### src/hw/rtl/rti_pkg.sv
package rti_pkg;

    // coordinate and derived widths
    localparam int CW    = 16;
    localparam int EW    = CW + 1;
    localparam int NW    = 2 * EW + 1;
    localparam int HW    = CW + EW + 1;
    localparam int QW    = 2 * EW + 1;
    localparam int PHW   = CW + EW;
    localparam int PQW   = 2 * EW;
    localparam int PDW   = NW + CW;
    localparam int PNW   = NW + EW;
    localparam int PUW   = EW + HW;
    localparam int PVW   = CW + QW;
    localparam int DW    = PDW + 2;
    localparam int NUMW  = PNW + 2;
    localparam int UVSW  = DW + 1;

    // distance and division
    localparam int FRAC  = 16;
    localparam int TQW   = 32;
    localparam int RW    = DW + 1;
    localparam int SATW  = DW + FRAC + 1;

    // hit point
    localparam int PRW   = TQW + 1 + CW;
    localparam int RNDW  = PRW + 1;
    localparam int SUMW  = RNDW - FRAC + 1;
    localparam int PW    = 24;
    localparam int PT_MAX     = 2 ** (PW - 1) - 1;
    localparam int PT_MIN     = -(2 ** (PW - 1));
    localparam int ROUND_HALF = 2 ** (FRAC - 1);

    // configuration port
    localparam int CFG_W      = 3 * CW;
    localparam int CFG_IW     = 2;
    localparam int CFG_SETTLE = 3;
    localparam int SETTLE_W   = $clog2(CFG_SETTLE + 1);

    localparam logic [CFG_IW-1:0] REG_VERTEX_A = CFG_IW'(0);
    localparam logic [CFG_IW-1:0] REG_VERTEX_B = CFG_IW'(1);
    localparam logic [CFG_IW-1:0] REG_VERTEX_C = CFG_IW'(2);

    typedef logic signed [CW-1:0]   coord_t;
    typedef logic signed [EW-1:0]   edge_t;
    typedef logic signed [NW-1:0]   nrm_t;
    typedef logic signed [DW-1:0]   dot_t;
    typedef logic signed [NUMW-1:0] num_t;

    typedef struct packed {
        coord_t [2:0] o;
        coord_t [2:0] r;
    } ray_t;

    typedef struct packed {
        coord_t [2:0] a;
        edge_t  [2:0] e1;
        edge_t  [2:0] e2;
        nrm_t   [2:0] n;
        logic         nz;
    } tri_t;

    typedef struct packed {
        logic            hit;
        logic            sat;
        logic [RW-1:0]   rem;
        logic [DW-1:0]   dp;
        logic [FRAC-1:0] nlo;
        logic [TQW-1:0]  quo;
        ray_t            ray;
    } div_t;

    typedef struct packed {
        logic           hit;
        logic [TQW-1:0] tq;
        ray_t           ray;
    } res_t;

endpackage

### src/hw/rtl/rti_point.sv
module rti_point import rti_pkg::*;
(
    input  logic                 clk,
    input  logic                 rst_n,
    input  logic                 en,
    input  logic                 in_valid,
    input  res_t                 in_data,
    output logic                 out_valid,
    output logic                 hit,
    output logic [TQW-1:0]       distance,
    output logic signed [PW-1:0] point_x,
    output logic signed [PW-1:0] point_y,
    output logic signed [PW-1:0] point_z
);

    coord_t r_in [3];

    logic                  v1_reg;
    logic                  hit1_reg;
    logic [TQW-1:0]        tq1_reg;
    coord_t                o1_reg   [3];
    logic signed [PRW-1:0] prod_reg [3];

    logic signed [RNDW-1:0] rnd  [3];
    logic signed [SUMW-1:0] psum [3];
    logic signed [PW-1:0]   pt_next [3];

    logic                 out_valid_reg;
    logic                 hit_reg;
    logic [TQW-1:0]       distance_reg;
    logic signed [PW-1:0] pt_reg [3];

    always_comb
    begin
        for (int i = 0; i < 3; i++)
        begin
            r_in[i] = in_data.ray.r[i];
        end
    end

    always_ff @(posedge clk or negedge rst_n)
    begin
        if (!rst_n)
        begin
            v1_reg        <= 1'b0;
            out_valid_reg <= 1'b0;
        end
        else if (en)
        begin
            v1_reg        <= in_valid;
            out_valid_reg <= v1_reg;
        end
    end

    always_ff @(posedge clk)
    begin
        if (en)
        begin
            hit1_reg <= in_data.hit;
            tq1_reg  <= in_data.tq;
            for (int i = 0; i < 3; i++)
            begin
                o1_reg[i]   <= in_data.ray.o[i];
                prod_reg[i] <= $signed({1'b0, in_data.tq}) * r_in[i];
            end
        end
    end

    // round half up, add origin, clamp
    always_comb
    begin
        for (int i = 0; i < 3; i++)
        begin
            rnd[i]  = RNDW'(prod_reg[i]) + RNDW'(ROUND_HALF);
            psum[i] = SUMW'(o1_reg[i]) + SUMW'(rnd[i] >>> FRAC);
            if (psum[i] > PT_MAX)
            begin
                pt_next[i] = PW'(PT_MAX);
            end
            else if (psum[i] < PT_MIN)
            begin
                pt_next[i] = PW'(PT_MIN);
            end
            else
            begin
                pt_next[i] = PW'(psum[i]);
            end
        end
    end

    always_ff @(posedge clk)
    begin
        if (en)
        begin
            hit_reg      <= hit1_reg;
            distance_reg <= hit1_reg ? tq1_reg : '0;
            for (int i = 0; i < 3; i++)
            begin
                pt_reg[i] <= hit1_reg ? pt_next[i] : '0;
            end
        end
    end

    assign out_valid = out_valid_reg;
    assign hit       = hit_reg;
    assign distance  = distance_reg;
    assign point_x   = pt_reg[0];
    assign point_y   = pt_reg[1];
    assign point_z   = pt_reg[2];

endmodule

### config.mk
export PLATFORM = sky130hd
export DESIGN_NAME = rti_point
export DESIGN_NICKNAME = d
export VERILOG_FILES = /design/src/hw/rtl/rti_pkg.sv /design/src/hw/rtl/rti_point.sv
export SDC_FILE = /design/constraint.sdc
export NUM_CORES = 2
export LEC_CHECK = 0
export BUFFER_PORTS_ARGS = -buffer_cell sky130_fd_sc_hd__buf_4
export CORE_MARGIN = 8
export CORE_UTILIZATION = 55
export CTS_BUF_LIST = sky130_fd_sc_hd__clkbuf_4 sky130_fd_sc_hd__clkbuf_8
export DETAILED_ROUTE_END_ITERATION = 6
export PLACE_DENSITY = 0.78
export SLEW_MARGIN = 20
export SYNTH_ARGS = -nofsm -noshare
export SYNTH_HDL_FRONTEND = slang
export SYNTH_SLANG_ARGS = --single-unit
### constraint.sdc
create_clock -name clk -period 4.19 [get_ports clk]
set_input_delay 0.838 -clock clk [delete_from_list [all_inputs] [get_ports clk]]
set_output_delay 0.838 -clock clk [all_outputs]
set_load 0.1 [all_outputs]
# After elaboration in Yosys (flattened, before gate mapping)
# Memories as Yosys holds them, arrays and structs flattened.
# Cells that the tools add are included.
# word_totals
register_bits	68
mem_bits_rw	267
in_bits	133
word_cells	35
memories	3
# classes
n_addsub	6
n_mul	3
n_lt_le_gt_ge	6
mux	11
# memory_table
name	words	width	read_ports	rd_ports_with_merged_regs	wr	line	rtl
prod_reg	3	49	3	0	3	rti_point.sv:22	logic signed [PRW-1:0] prod_reg [3];
pt_reg	3	24	3	0	3	rti_point.sv:31	logic signed [PW-1:0] pt_reg [3];
o1_reg	3	16	3	0	3	rti_point.sv:21	coord_t o1_reg [3];
# op_table
op	n
$mux W24	9
$add A49 B17 Y50 const B	3
$mul A33 B16 Y49	3
$add A16 B34 Y35	3
$gt A35 B24 Y1 const B	3
$lt A35 B24 Y1 const B	3
$mux W1	2

# Longest topological paths before layout
# depth
word_depth	6
mapped_depth	26

# Least setup slack after synthesis
# OpenSTA, ideal clock, no wires.
# synth_timing
kind	input-to-reg
startpoint	input port in_data[102] in the netlist's numbering
endpoint	memory prod_reg[0][139] in the netlist's numbering (data pin)
arrival_time_ps	6847
t_required_ps	3914
slack_ps	-2933
stages	25
path_buffers	2
cell_sequence	clkbuf_1 -> clkbuf_1 -> nand2_1 -> fa_1 -> inv_1 -> fa_1 -> inv_1 -> fa_1 -> inv_1 -> fa_1 -> fa_1 -> inv_1 -> fa_1 -> inv_1 -> ha_1 -> nand4_1 -> a211oi_1 -> and2_1 -> a21oi_1 -> a31o_2 -> o211ai_1 -> a21oi_1 -> o31a_1 -> o311ai_0 -> xor2_1
# synth_rtl
element	line	rtl
from (decl)	rti_point.sv:7	input res_t in_data,
to (decl)	rti_point.sv:22	

==> results.json <==
{
  "fmax_ghz": 0.157,
  "numCtsBuffers": 57,
  "fin_area_sq_mm": 0.0817,
  "max_slew.worst_pin.slew_ns": 0.748,
  "clock_latency_ns": 0.73,
  "synth_cell_type_count": 92,
  "nets": 10200,
  "synth-async-reset-ratio": 0.00690,
  "design.die.area_sq_mm": 0.132,
  "vias": 54000,
  "synth_edf_count": 288,
  "htreeDepth": 2,
  "min_period_ns": 6.36,
  "slew_viol_final": 0,
  "cts-root-buf": "clkbuf_8",
  "worst_r2r_startpoint": "prod_reg[0][20]",
  "detail-route-antenna-nets": 0,
  "drcViolationCount": 0,
  "slew_headroom": 0.501,
  "track_usage": 0.274,
  "dpl_cell_area_sq_mm": 0.0779,
  "place_ws_ns": -2.96,
  "grt_start_max_net_pins": 82,
  "portBuffers": 238,
  "synth_cells": 7242,
  "cp-end-kind": "flip-flop",
  "critPathKind": "in2reg",
  "startpoint_type": "input pin",
  "endpoint": "prod_reg[0][142]",
  "largest_reg_flops": 102,
  "nFillCells": 8711,
  "setup_violations": 172,
  "grt_pass1_vias": 60100,
  "hold-path-cell-count": 1,
  "finalNonFillerCells": 9928,
  "dpl.hpwl_um": 146000,
  "fin_crit_sh": 1.52,
  "reg2reg_to": "pt_reg[0][13]",
  "fin_setup_tns_ns": -196.52,
  "critPathMaxFanout": 12,
  "hold_class": "in2reg",
  "vias_per_cell": 5.44,
  "wl_per_cell_um": 18.3,
  "cts_tree": "done",
  "syn_area_sq_mm": 0.0663,
  "ys_warn_count": 0,
  "clk_path_buf_depth": 3,
  "core.rowCount": 127,
  "cp.required_ns": 4.65,
  "avgSynthCellArea_sq_um": 9.15,
  "timing.reg2reg.worst_path_depth": 22,
  "cts.clk_slew.worst_paths_ns": 0.07,
  "dieWidth_um": 363,
  "gr-total-overflow": 0,
  "hold_viol": 0,
  "cap_violations": 0,
  "area_growth_pct": 23.2,
  "dp.cells": 9735,
  "setup_slack_ns": -2.17,
  "outcome": "complete, but fails checks",
  "antenna_found_initial": 14,
  "grt_pass1_wl_um": 295000,
  "pin_count": 239,
  "cts_sinks": 290,
  "startpoint": "in_data[36]",
  "ys_seq_area_frac": 0.131,
  "core_region_area_sq_mm": 0.120,
  "drtIter0Drc": 3253,
  "violations": "setup timing",
  "first_pass_iters": 6,
  "wl_um": 182000,
  "synth-main-ff-cell": "edfxtp_1",
  "clock-skew-final_ns": 0.0239,
  "synth_fp_nets": 9187,
  "ys_ff_latch": 290,
  "start_util": 0.553,
  "grt_setup_unrepaired": "yes",
  "worstPathArrival_ns": 6.82,
  "die_h_um": 363,
  "layout-drive-gt1-share": 0.223,
  "place_congestion": 0.913,
  "r2r_setup_slack_ns": -0.45
}
## routing by layer
layer | vias to the layer above | wire length [um] | global-route usage
li1 | 24300 | - | -
met1 | 27000 | 65700 | 0.313
met2 | 2106 | 92600 | 0.493
met3 | 605 | 14500 | 0.0562
met4 | 2 | 9340 | 0.129
met5 | - | 13 | 0
## layout by cell type (no fill, tap or decap), types with 21 or more instances in the layout
master	instances
inv_1	1497
fa_1	1210
buf_4	1142
nand2_1	936
and2_1	633
ha_1	514
edfxtp_1	288
nor2_1	188
xnor2_1	175
a21oi_1	161
xor2_1	100
a21o_1	100
nand3_1	94
buf_6	83
nand4_1	69
o21ai_0	69
buf_12	67
clkbuf_8	58
and2_4	45
fa_2	44
nand2b_1	41
ha_4	41
a21oi_2	39
inv_2	37
o21bai_1	37
o21a_1	33
o21ai_1	33
and3_1	32
o31ai_1	25
nor3_1	24
nor2_2	22
nor2b_1	21
buf_8	21
## logic make-up (layout without fill, tap and decap cells)
family | after synthesis | after routing | share of synthesized area
DFF | 290 | 290 | 0.131
xor gates and xnor gates | 285 | 285 | 0.0377
other | 0 | 12 | 0
and+or+nand+nor | 2222 | 2222 | 0.164
muxes | 6 | 6 | 0.000944
AOI/OAI and AO/OA | 723 | 723 | 0.0733
adders and majority gates | 1812 | 1812 | 0.484
buffers and inverters | 1904 | 2966 | 0.109
## area by class of cell
type | count | area, sq um | share of cell area
antenna | 12 | 30.0 | 0.000368
clock buffer | 70 | 888 | 0.0109
clock inverter | 33 | 308 | 0.00377
inverter | 1535 | 5760 | 0.0705
multi-input combinational | 5048 | 52400 | 0.642
sequential | 290 | 8700 | 0.106
tap | 1612 | 2020 | 0.0247
timing repair buffer | 1328 | 11600 | 0.142
## how the worst min path moves through the flow
stage | start | to | slack, ns
3_3_place_gp | v1_reg | out_valid | 0.48
4_1_cts | in_data[63] | o1_reg[0][15] | 0.19
6_report | in_data[63] | o1_reg[0][15] | 0.28
2_1_floorplan | hit1_reg | hit | 0.42
5_1_grt | in_data[63] | o1_reg[0][15] | 0.23
3_5_place_dp | v1_reg | v1_reg | 0.49
## per-stage QoR
stage / util / hold WS [ns]
5_1_grt: 0.682 / 0.233
6_report: 0.682 / 0.284
2_1_floorplan: - / 0.424
4_1_cts: 0.674 / 0.186
3_5_place_dp: 0.650 / 0.492
3_3_place_gp: 0.650 / 0.483
## Yosys cell counts (36+ instances only)
cell / n / area (sq um)
inv_1: 1534 / 5760
fa_1: 1254 / 25100
nand2_1: 961 / 3610
and2_1: 678 / 4240
ha_1: 558 / 6980
clkbuf_1: 334 / 1250
edfxtp_1: 288 / 8650
nor2_1: 214 / 803
a21oi_1: 205 / 1030
xnor2_1: 182 / 1590
xor2_1: 103 / 902
a21o_1: 100 / 751
o21ai_0: 100 / 500
nand3_1: 99 / 495
nand4_1: 69 / 432
nand2b_1: 42 / 263
o21bai_1: 40 / 300
and3_1: 39 / 244
o21a_1: 36 / 270
## critical path: stages
cell and delay [ns]:
buf_6 0.13, buf_6 0.15, and2_1 0.18, fa_1 0.53
inv_1 0.05, fa_1 0.47, fa_1 0.51, inv_1 0.06
fa_1 0.50, fa_1 0.50, inv_1 0.05, fa_1 0.47
inv_1 0.04, ha_1 0.28, o21a_1 0.12, o21ai_1 0.09
a211oi_2 0.29, o41ai_4 0.09, a31o_2 0.25, o211ai_1 0.28
a21oi_2 0.12, o31a_1 0.40, o31ai_2 0.30, xnor2_1 0.10
## timing repair
item	in CTS	in global routing
gates cloned	7	3
resized for setup	279	170
hold buffers	1	0
endpoints found under the hold margin	2	0
endpoints found under the setup margin	172	173
buffers inserted	44	34
pin swaps	127	94
Power is left out: the tool's default activity adds up to more than one toggle a clock period on the data nets, which glitch-free logic cannot reach.
